<file path="config.mk">
export PLATFORM = sky130hd
export DESIGN_NAME = vvd_mul_unit
export DESIGN_NICKNAME = d
export VERILOG_FILES = /design/src/vvd_pkg.sv /design/src/vvd_mul_unit.sv
export SDC_FILE = /design/constraint.sdc
export NUM_CORES = 1
export LEC_CHECK = 0
export ABC_CLOCK_PERIOD_IN_PS = 4400
export BUFFER_PORTS_ARGS = -buffer_cell sky130_fd_sc_hd__buf_2
export CORE_ASPECT_RATIO = 1.4
export CORE_MARGIN = 2
export CORE_UTILIZATION = 35
export CTS_BUF_LIST = sky130_fd_sc_hd__clkbuf_8 sky130_fd_sc_hd__clkbuf_16
export DETAILED_ROUTE_END_ITERATION = 10
export PLACE_DENSITY_LB_ADDON = 0.08
export SYNTH_ARGS = -nofsm -noshare
export SYNTH_HDL_FRONTEND = slang
export SYNTH_SLANG_ARGS = --single-unit
</file>
<file path="constraint.sdc">
create_clock -name i_clk -period 4.4 [get_ports i_clk]
set_input_delay 0.66 -clock i_clk [delete_from_list [all_inputs] [get_ports i_clk]]
set_output_delay 0.66 -clock i_clk [all_outputs]
set_load 0.01 [all_outputs]
</file>
<file path="src/vvd_pkg.sv">
// ----------------------------------------------------------------------------
// vvd_pkg: shared types and constants for the ellipsoid value dilation block
// Holds the sequencer states, register indexes, multiplier widths and the
// small helper functions that build the ellipsoid mask.
// ----------------------------------------------------------------------------
package vvd_pkg;

    localparam int K_MAX_X_DEF      = 32;
    localparam int K_MAX_Y_DEF      = 32;
    localparam int K_MAX_Z_DEF      = 32;
    localparam int K_VALUE_BITS_DEF = 16;

    // Largest kernel size along one axis.
    localparam logic [2:0] K_MAX_KERNEL = 3'd7;

    // Shared multiplier: a coefficient of up to 7^4 times a square of up to 7^2.
    localparam int K_MUL_A_BITS = 12;
    localparam int K_MUL_B_BITS = 6;
    localparam int K_PROD_BITS  = K_MUL_A_BITS + K_MUL_B_BITS;

    // Setup runs one multiplier step per cycle, followed by a final store of the last product.
    localparam logic [4:0] K_SETUP_LAST = 5'd25;

    typedef logic [2:0] t_cfg_index;
    localparam t_cfg_index CFG_ERODE    = 3'd0;
    localparam t_cfg_index CFG_DILATE   = 3'd1;
    localparam t_cfg_index CFG_KERNEL_X = 3'd2;
    localparam t_cfg_index CFG_KERNEL_Y = 3'd3;
    localparam t_cfg_index CFG_KERNEL_Z = 3'd4;
    localparam t_cfg_index CFG_SIZE_X   = 3'd5;
    localparam t_cfg_index CFG_SIZE_Y   = 3'd6;
    localparam t_cfg_index CFG_SIZE_Z   = 3'd7;

    localparam logic OP_WRITE = 1'b0;
    localparam logic OP_QUERY = 1'b1;

    typedef enum logic [3:0] {
        ST_IDLE,
        ST_REDUCE,
        ST_WRITE,
        ST_READ_C,
        ST_WAIT_C,
        ST_SETUP,
        ST_SCAN,
        ST_DRAIN,
        ST_OUT
    } t_state;

    typedef enum logic [2:0] {
        STEP_COEF_Z,
        STEP_COEF_Y,
        STEP_COEF_X,
        STEP_LIM,
        STEP_TX,
        STEP_TY,
        STEP_TZ,
        STEP_NONE
    } t_step_kind;

    typedef struct packed {
        t_step_kind kind;
        logic [2:0] idx;
    } t_step;

    // Maps a setup step number to the product it computes.
    function automatic t_step step_decode(input logic [4:0] sc);
        t_step st;
        st.kind = STEP_NONE;
        st.idx  = 3'd0;
        if (sc == 5'd0) begin
            st.kind = STEP_COEF_Z;
        end else if (sc == 5'd1) begin
            st.kind = STEP_COEF_Y;
        end else if (sc == 5'd2) begin
            st.kind = STEP_COEF_X;
        end else if (sc == 5'd3) begin
            st.kind = STEP_LIM;
        end else if (sc < 5'd11) begin
            st.kind = STEP_TX;
            st.idx  = 3'(sc - 5'd4);
        end else if (sc < 5'd18) begin
            st.kind = STEP_TY;
            st.idx  = 3'(sc - 5'd11);
        end else if (sc < 5'd25) begin
            st.kind = STEP_TZ;
            st.idx  = 3'(sc - 5'd18);
        end
        return st;
    endfunction

    function automatic logic [5:0] square3(input logic [2:0] v);
        logic [5:0] sq;
        case (v)
            3'd0:    sq = 6'd0;
            3'd1:    sq = 6'd1;
            3'd2:    sq = 6'd4;
            3'd3:    sq = 6'd9;
            3'd4:    sq = 6'd16;
            3'd5:    sq = 6'd25;
            3'd6:    sq = 6'd36;
            default: sq = 6'd49;
        endcase
        return sq;
    endfunction

    // A size of zero acts as one; sizes above the maximum saturate.
    function automatic logic [2:0] kernel_eff(input logic [2:0] k);
        logic [2:0] e;
        if (k == 3'd0) begin
            e = 3'd1;
        end else if (k > K_MAX_KERNEL) begin
            e = K_MAX_KERNEL;
        end else begin
            e = k;
        end
        return e;
    endfunction

    // |2t - s + 1|, only meaningful for t below s, where it is at most 6.
    function automatic logic [2:0] axis_dist(input logic [2:0] t, input logic [2:0] s);
        logic signed [4:0] d;
        logic signed [4:0] a;
        d = $signed({1'b0, t, 1'b1}) - $signed({2'b00, s});
        a = (d < 0) ? -d : d;
        return a[2:0];
    endfunction

endpackage

</file>
<file path="src/vvd_mul_unit.sv">
// ----------------------------------------------------------------------------
// vvd_mul_unit: shared registered multiplier
// Computes the ellipsoid coefficients, the limit and the per-axis mask terms,
// one product per cycle, with the result registered.
// ----------------------------------------------------------------------------
module vvd_mul_unit (
    input  logic                             i_clk,
    input  logic [vvd_pkg::K_MUL_A_BITS-1:0] i_a,
    input  logic [vvd_pkg::K_MUL_B_BITS-1:0] i_b,
    output logic [vvd_pkg::K_PROD_BITS-1:0]  o_prod
);
    import vvd_pkg::*;

    logic [K_PROD_BITS-1:0] r_prod;

    always_ff @(posedge i_clk) begin
        r_prod <= K_PROD_BITS'(i_a) * K_PROD_BITS'(i_b);
    end

    assign o_prod = r_prod;

endmodule

</file>
==> run_results.csv, run 1 <==
group,metric,value,unit
logic_synthesis,syn_area_per_cell,8.97,um2
logic_synthesis,synthDistinctLibCells,36,
clock_network,ctsRootBufferMaster,"clkbuf_8",
routing,wl_per_cell,12.8,um
routing,wirelength,5.68,mm
timing,fmax,0.240,GHz
min_path,worst_hold_path.endpoint,"o_prod[0]",
logic_synthesis,yosys_warnings,0,
cells_and_area,final_util,43.1,%
logic_synthesis,async_flop_share,0,%
global_route,overflow,0,
placed_design,dp_hpwl,5.04,mm
floorplanning,core,7220,um2
cells_and_area,fillers,780,
timing,maxSlewHeadroom,73.6,%
timing,worst_pin_slew,0.392,ns
timing,period_share,94.8,%
floorplanning,die_area,8070,um2
floorplanning,die_y,105,um
worst_setup_path,crit_arrival,4.30,ns
cells_and_area,layout-drive-gt1-share,21.3,%
routing,vias,2038,
timing,hold_viol,0,
clock_network,cts_max_level,1,
cells_and_area,mostFrequentLayoutCells,"inv_1 (52), and2_1 (42), fa_1 (41), buf_2 (36), nand2_1 (35)",
min_path,hold_path_startpoint,"i_a[0]",
global_route,grt_max_degree,13,
routing,wl_met1,1.97,mm
logic_synthesis,ys_ff_latch,18,
worst_setup_path,critical_path_class,"in -> reg",
clock_network,postCtsHoldBufs,0,
placed_design,dp_slack,-0.0766,ns
routing,postRouteAntennaNets,0,
timing,setup_viol,0,
worst_setup_path,startpoint_type,"primary input",
cells_and_area,antenna_cells,0,
clock_network,cts_buffers,3,
cells_and_area,area_growth,20.9,%
routing,via_per_inst,4.58,
global_route,grt_pass1_vias,2259,
logic_synthesis,yosys.area.top_type,"fa_1",
worst_setup_path,critPathRequiredTime,4.53,ns
clock_network,cts.sinks,18,
logic_synthesis,synth-edff-count,0,
floorplanning,chipWidth,76.5,um
logic_synthesis,synthDominantCellAreaShare,31.9,%
clock_network,cts_tree,"done",
floorplanning,num_io_pins,37,
worst_setup_path,critical_path.max_fanout,8,
clock_network,post_cts_buffers,0,
power_and_ir_drop,powerDensity,426,nW/um2
run_status,status,"finished clean",
cells_and_area,layout_commonest_cell,"inv_1",
min_path,min_path_type,"in -> reg",
logic_synthesis,synth_area,2570,um2
logic_synthesis,synthTopCellsByArea,"fa_1 (32%), dfxtp_1 (14%), ha_1 (13%)",
timing,fin_crit,4.17,ns
timing,drv_slew,0,
placed_design,port_buffers,36,
clock_network,clk_pin_slew,0.07,ns
logic_synthesis,synth.net_count,373,
routing,dr.max_layer_used,"met4",
floorplanning,initial_utilization,35.6,%
routing,drcViolationCount,0,
cells_and_area,largest_reg_flops,18,
routing,first_iter_violations,39,
timing,rsz0062_at_grt,"no",
flow_run,cap_violations,0,
routing,dr_wl_met2,3.58,mm
power_and_ir_drop,ir_drop,0.182,mV
global_route,grt.total_usage,15.9,%
routing,route.met3.wl,96,um
clock_network,clockBufferDepth,2,
global_route,grt_pass1_wl,10.1,mm
logic_synthesis,synth_ff_type,"dfxtp_1",
min_path,worstHoldPathCells,3,
logic_synthesis,netlist_instances,287,
timing,setup_ws,0.227,ns
clock_network,cts_resized,0,
logic_synthesis,ys_seq_area_share,14.0,%
global_route,grt_antenna_before_repair,0,
cells_and_area,fin_nets,435,
worst_setup_path,end_kind,"register",
power_and_ir_drop,p_leak,1.63,nW
floorplanning,fp-row-count,37,
placed_design,place.gp.congestion,0.800,
routing,dr.pass1.iters,4,
[per-stage QoR]
stage	hold slack [ns]	TNS [ns]	power, mW	instance area [um2]	instances
5_1_grt	0.756	0	1.49	3110	445
3_3_place_gp	1.03	-0.0430	1.22	3060	441
3_5_place_dp	1.02	-0.0766	1.22	3060	441
6_report	0.755	0	1.33	3110	445
2_1_floorplan	0.787	0	0.871	2570	287
4_1_cts	0.752	0	1.36	3110	445
[synth_stat cells (all sizes together), types with 2 or more instances]
master and n:
inv 52, and2 43, fa 41, nand2 35, ha 26, dfxtp 18
a21oi 12, nor2 8, xnor2 7, clkbuf 6, a21o 4, and3 4
o21ai 4, nor3 3, xor2 3, a31o 2, a31oi 2, mux2i 2
nand3 2, nor2b 2
[cell families after synthesis]
kind of cell | Yosys count | share of synthesized area (%)
and+or+nand+nor | 104 | 21.5
AOI/OAI and AO/OA | 28 | 7.29
muxes | 2 | 0.778
DFF | 18 | 14.0
xor gates and xnor gates | 10 | 3.40
buffers and inverters | 58 | 8.46
adders and majority gates | 67 | 44.5
[critical path, cell delays in order]
cell and delay, ns:
buf_2 0.15, and2_1 0.17, fa_1 0.50, fa_1 0.58, inv_1 0.07, fa_1 0.54, inv_1 0.04, ha_1 0.30
and3_2 0.20, a221o_1 0.36, a21oi_4 0.16, nor4b_1 0.06, or4_1 0.50
[where the power goes]
group	internal [mW]	switching, mW	total, mW
combinational	0.457	0.482	0.939
clock	0.0795	0.0547	0.134
sequential	0.240	0.0134	0.253
[area by class of cell]
class / instances / area (um2) / share of cell area [%]
timing repair buffer: 63 / 383 / 12.3
clock buffer: 4 / 55.1 / 1.77
inverter: 52 / 195 / 6.28
multi-input combinational: 211 / 2000 / 64.2
tap: 97 / 121 / 3.90
sequential: 18 / 360 / 11.6
[worst max-delay path by stage]
stage | start | to | slack, ns | cells after the start
finish | i_b[5] | o_prod[17] | 0.23 | 13
CTS | i_b[5] | o_prod[17] | 0.18 | 13
floorplan | i_b[3] | o_prod[17] | 0.03 | 13
global route | i_b[5] | o_prod[17] | 0.08 | 14
detailed placement | i_b[5] | o_prod[17] | -0.08 | 13
global placement | i_b[5] | o_prod[17] | -0.04 | 13
[routing by layer]
layer | vias to the layer above | global-route usage (%)
li1 | 1013 | -
met1 | 1003 | 15.0
met2 | 20 | 35.0
met3 | 2 | 1.71
met4 | 0 | 3.12
met5 | - | 0
(Power assumes the default switching activity.)
==> run 2, diff against run 1 <==
ABC_CLOCK_PERIOD_IN_PS = 4310   (was 4400)
clock period = 4.31 ns   (was 4.4 ns; I/O delays follow)
==> run_results.csv, run 2 (same netlist as run 1, synthesis figures left out) <==
group,metric,value,unit
run_status,status,"finished clean",
floorplanning,num_io_pins,37,
power_and_ir_drop,power_switching,567,uW
cells_and_area,area_growth,22.4,%
cells_and_area,largest_reg_flops,18,
routing,vias,2087,
placed_design,place.gp.congestion,0.770,
global_route,grt_pass1_vias,2382,
cells_and_area,layout-drive-gt1-share,22.6,%
cells_and_area,finalNonFillerCells,447,
global_route,grt_antenna_before_repair,0,
clock_network,postCtsHoldBufs,0,
global_route,grt_max_degree,10,
global_route,grt_pass1_wl,10.5,mm
power_and_ir_drop,power_frac_clock,8.3,%
timing,hold_viol,0,
power_and_ir_drop,power_frac_seq,19.0,%
worst_setup_path,critical_path.max_fanout,8,
power_and_ir_drop,ir_drop,0.164,mV
power_and_ir_drop,p_leak,1.64,nW
power_and_ir_drop,swShare,41.8,%
clock_network,cts_max_level,1,
clock_network,cts_buffers,3,
routing,drcViolationCount,0,
worst_setup_path,crit_start,"i_b[5]",
clock_network,cts_tree,"done",
floorplanning,chipWidth,76.5,um
placed_design,port_buffers,36,
cells_and_area,mostFrequentLayoutCells,"inv_1 (52), and2_1 (42), fa_1 (41), buf_2 (36), nand2_1 (35)",
power_and_ir_drop,p_comb_share,72.7,%
timing,period_share,96.2,%
global_route,grt.total_usage,16.1,%
worst_setup_path,crit_arrival,4.27,ns
routing,dr.max_layer_used,"met4",
cells_and_area,antenna_cells,0,
cells_and_area,final_util,43.6,%
worst_setup_path,critical_path_class,"in -> reg",
cells_and_area,fin_nets,438,
power_and_ir_drop,p_total,1.35,mW
worst_setup_path,critPathRequiredTime,4.44,ns
routing,via_per_inst,4.67,
clock_network,clockBufferDepth,2,
clock_network,clk_pin_slew,0.06,ns
power_and_ir_drop,internal_power,788,uW
timing,setup_viol,0,
min_path,min_path_type,"in -> reg",
clock_network,cts.sinks,18,
timing,worst_pin_slew,0.481,ns
floorplanning,fp-row-count,37,
floorplanning,die_area,8070,um2
worst_setup_path,startpoint_type,"primary input",
timing,fmax,0.241,GHz
floorplanning,initial_utilization,35.6,%
floorplanning,core,7220,um2
routing,dr_wl_met2,3.36,mm
worst_setup_path,end_kind,"register",
routing,wl_per_cell,12.3,um
timing,setup_ws,0.165,ns
clock_network,ctsRootBufferMaster,"clkbuf_8",
placed_design,dp_hpwl,4.95,mm
routing,first_iter_violations,35,
timing,drv_slew,0,
routing,postRouteAntennaNets,0,
timing,fin_crit,4.15,ns
global_route,overflow,0,
timing,rsz0062_at_grt,"no",
cells_and_area,fillers,778,
flow_run,cap_violations,0,
placed_design,dp_cells,444,
routing,dr.pass1.iters,4,
routing,wirelength,5.50,mm
cells_and_area,layout_commonest_cell,"inv_1",
placed_design,dp_slack,-0.113,ns
routing,wl_met1,1.93,mm
power_and_ir_drop,powerDensity,430,nW/um2
min_path,hold_path_startpoint,"i_a[0]",
routing,route.met3.wl,104,um
floorplanning,die_y,105,um
timing,maxSlewHeadroom,67.5,%
## run 2: changes by cell type in the layout (fill, tap and decap cells not counted)
cell / previous run / this run
a2111oi_0: 1 / 0
a2111oi_1: 0 / 1
buf_4: 27 / 30
clkbuf_8: 4 / 3
ha_1: 26 / 24
ha_4: 0 / 2
o21ai_1: 1 / 0
o21ai_2: 0 / 1
## run 2: through the flow
stage,setup TNS (ns),hold slack (ns),area (um2)
finish,0,0.765,3150
global route,0,0.772,3150
CTS,0,0.759,3140
detailed placement,-0.219,1.02,3100
global placement,-0.133,1.03,3100
floorplan,0,0.774,2600
## run 2: critical path, stage by stage
cell	delay, ns
buf_2	0.15
and2_1	0.17
fa_1	0.53
fa_1	0.56
inv_1	0.06
fa_1	0.53
inv_1	0.06
ha_4	0.23
and3_2	0.20
a221o_1	0.40
a21oi_4	0.19
nor4b_1	0.06
or4_1	0.48
## run 2: layer usage
layer,vias to the layer above,GRT usage (%)
li1,1019,-
met1,1029,16.5
met2,28,33.6
met3,11,1.97
met4,0,3.90
met5,-,0
## run 2: path summary, 6_finish.rpt
kind    endpoint  slack (ns)  depth (start not counted)
max   o_prod[17]        0.16                         13
min    o_prod[0]        0.77                          3
## run 2: power groups by stage
stage / Sequential, mW / Combinational, mW / Clock [mW]
3_3_place_gp: 0.261 / 0.998 / 0
5_1_grt: 0.265 / 1.14 / 0.128
2_1_floorplan: 0.305 / 0.606 / 0
3_5_place_dp: 0.263 / 1.00 / 0
6_report: 0.257 / 0.984 / 0.113
4_1_cts: 0.259 / 1.01 / 0.119
## run 2: cell type report
type                    instances  area [um2]  share of cell area (%)
repair buffers                 66         405                    12.9
clock buffers                   3        41.3                    1.31
multi-input cells             211        2030                    64.3
flip-flops and latches         18         360                    11.4
well taps                      97         121                    3.85
inverters                      52         195                    6.20
## run 2: repair_timing
action / in CTS / in global routing
setup endpoints to repair: 0 / 1
resized for setup: 0 / 2
setup buffers: 0 / 0
==> run 3, diff against run 2 <==
MAX_ROUTING_LAYER = met4   (was default)
==> run_results.csv, run 3 (same netlist as run 1, synthesis figures left out) <==
group,metric,value,unit
run_status,status,"finished clean",
routing,postRouteAntennaNets,0,
cells_and_area,fin_nets,438,
clock_network,ctsRootBufferMaster,"clkbuf_8",
cells_and_area,finalNonFillerCells,447,
timing,fmax,0.241,GHz
timing,hold_viol,0,
routing,first_iter_violations,37,
timing,rsz0062_at_grt,"no",
power_and_ir_drop,powerDensity,431,nW/um2
timing,maxSlewHeadroom,67.5,%
placed_design,dp_slack,-0.113,ns
min_path,worstHoldPathCells,3,
clock_network,clk_pin_slew,0.06,ns
floorplanning,num_io_pins,37,
global_route,overflow,0,
clock_network,cts_max_level,1,
clock_network,cts_tree,"done",
floorplanning,fp-row-count,37,
timing,period_share,96.2,%
timing,setup_viol,0,
routing,vias,2096,
power_and_ir_drop,p_total,1.36,mW
floorplanning,core,7220,um2
timing,drv_slew,0,
flow_run,cap_violations,0,
timing,setup_ws,0.165,ns
cells_and_area,layout-drive-gt1-share,22.6,%
worst_setup_path,startpoint_type,"primary input",
placed_design,port_buffers,36,
global_route,grt_antenna_before_repair,0,
routing,wirelength,5.51,mm
min_path,worst_hold_path.endpoint,"o_prod[0]",
timing,fin_crit,4.15,ns
global_route,grt_pass1_wl,10.5,mm
routing,drcViolationCount,0,
clock_network,cts.sinks,18,
clock_network,cts_buffers,3,
cells_and_area,layout_commonest_cell,"inv_1",
timing,final.setup.tns,0,ns
cells_and_area,antenna_cells,0,
global_route,grt_pass1_vias,2380,
timing,worst_pin_slew,0.481,ns
clock_network,clockBufferDepth,2,
routing,wl_per_cell,12.3,um
cells_and_area,area_growth,22.4,%
floorplanning,die_y,105,um
power_and_ir_drop,ir_drop,0.164,mV
global_route,grt.total_usage,16.6,%
cells_and_area,finalInstanceArea,3150,um2
power_and_ir_drop,p_leak,1.64,nW
worst_setup_path,end_kind,"register",
worst_setup_path,critical_path_class,"in -> reg",
floorplanning,die_area,8070,um2
routing,via_per_inst,4.69,
placed_design,dpl-instance-area,3100,um2
floorplanning,chipWidth,76.5,um
placed_design,place.gp.congestion,0.780,
cells_and_area,fillers,778,
worst_setup_path,critical_path.max_fanout,8,
worst_setup_path,critPathRequiredTime,4.44,ns
min_path,hold_path_startpoint,"i_a[0]",
placed_design,dp_hpwl,4.95,mm
floorplanning,initial_utilization,35.6,%
clock_network,post_cts_buffers,0,
min_path,min_path_type,"in -> reg",
global_route,grt_max_degree,10,
routing,dr.pass1.iters,4,
placed_design,dp_cells,444,
cells_and_area,mostFrequentLayoutCells,"inv_1 (52), and2_1 (42), fa_1 (41), buf_2 (36), nand2_1 (35)",
worst_setup_path,crit_arrival,4.27,ns
cells_and_area,largest_reg_flops,18,
==> run 3: worst max-delay path by stage <==
stage / start / slack (ns) / cells past startpoint / end
final: i_b[5] / 0.16 / 13 / o_prod[17]
after global routing: i_b[5] / 0.006 / 13 / o_prod[17]
after CTS: i_b[5] / 0.15 / 13 / o_prod[17]
after detailed placement: i_b[5] / -0.11 / 13 / o_prod[17]
after global placement: i_b[5] / -0.1 / 13 / o_prod[17]
after floorplan: i_b[2] / 0.01 / 13 / o_prod[17]
==> run 3: cell type report <==
class | count | area (um2) | area share [%]
tap | 97 | 121 | 3.85
clock buffer | 3 | 41.3 | 1.31
sequential | 18 | 360 | 11.4
inverter | 52 | 195 | 6.20
timing repair buffer | 66 | 405 | 12.9
multi-input combinational | 211 | 2030 | 64.3
==> run 3: per-layer routing <==
layer  GRT usage [%]  wire length [um]
met1            16.5              1950
met5               -                 0
met3            1.97               104
met4            3.90               108
met2            33.7              3350
==> run 3: what timing repair did <==
action | CTS | global route
hold buffers | 0 | 0
endpoints found under the setup margin | 0 | 1
gates resized for setup | 0 | 2
==> run 3: worst max-delay path: stages <==
cell and delay [ns]:
buf_2 0.15, and2_1 0.17, fa_1 0.53, fa_1 0.56
inv_1 0.06, fa_1 0.53, inv_1 0.06, ha_4 0.23
and3_2 0.20, a221o_1 0.40, a21oi_4 0.19, nor4b_1 0.06
or4_1 0.48
==> run 3: stage by stage <==
stage | hold slack, ns | utilization, %
floorplan | 0.774 | -
global placement | 1.03 | 43.0
detailed placement | 1.02 | 43.0
CTS | 0.759 | 43.5
global route | 0.772 | 43.6
finish | 0.765 | 43.6
==> run 3: where the power goes <==
| part | total [mW] | internal [mW] | switching, mW |
|---|---|---|---|
| registers | 0.257 | 0.245 | 0.0127 |
| clock network | 0.114 | 0.0620 | 0.0519 |
| logic | 0.985 | 0.481 | 0.504 |
| total | 1.36 | 0.788 | 0.568 |
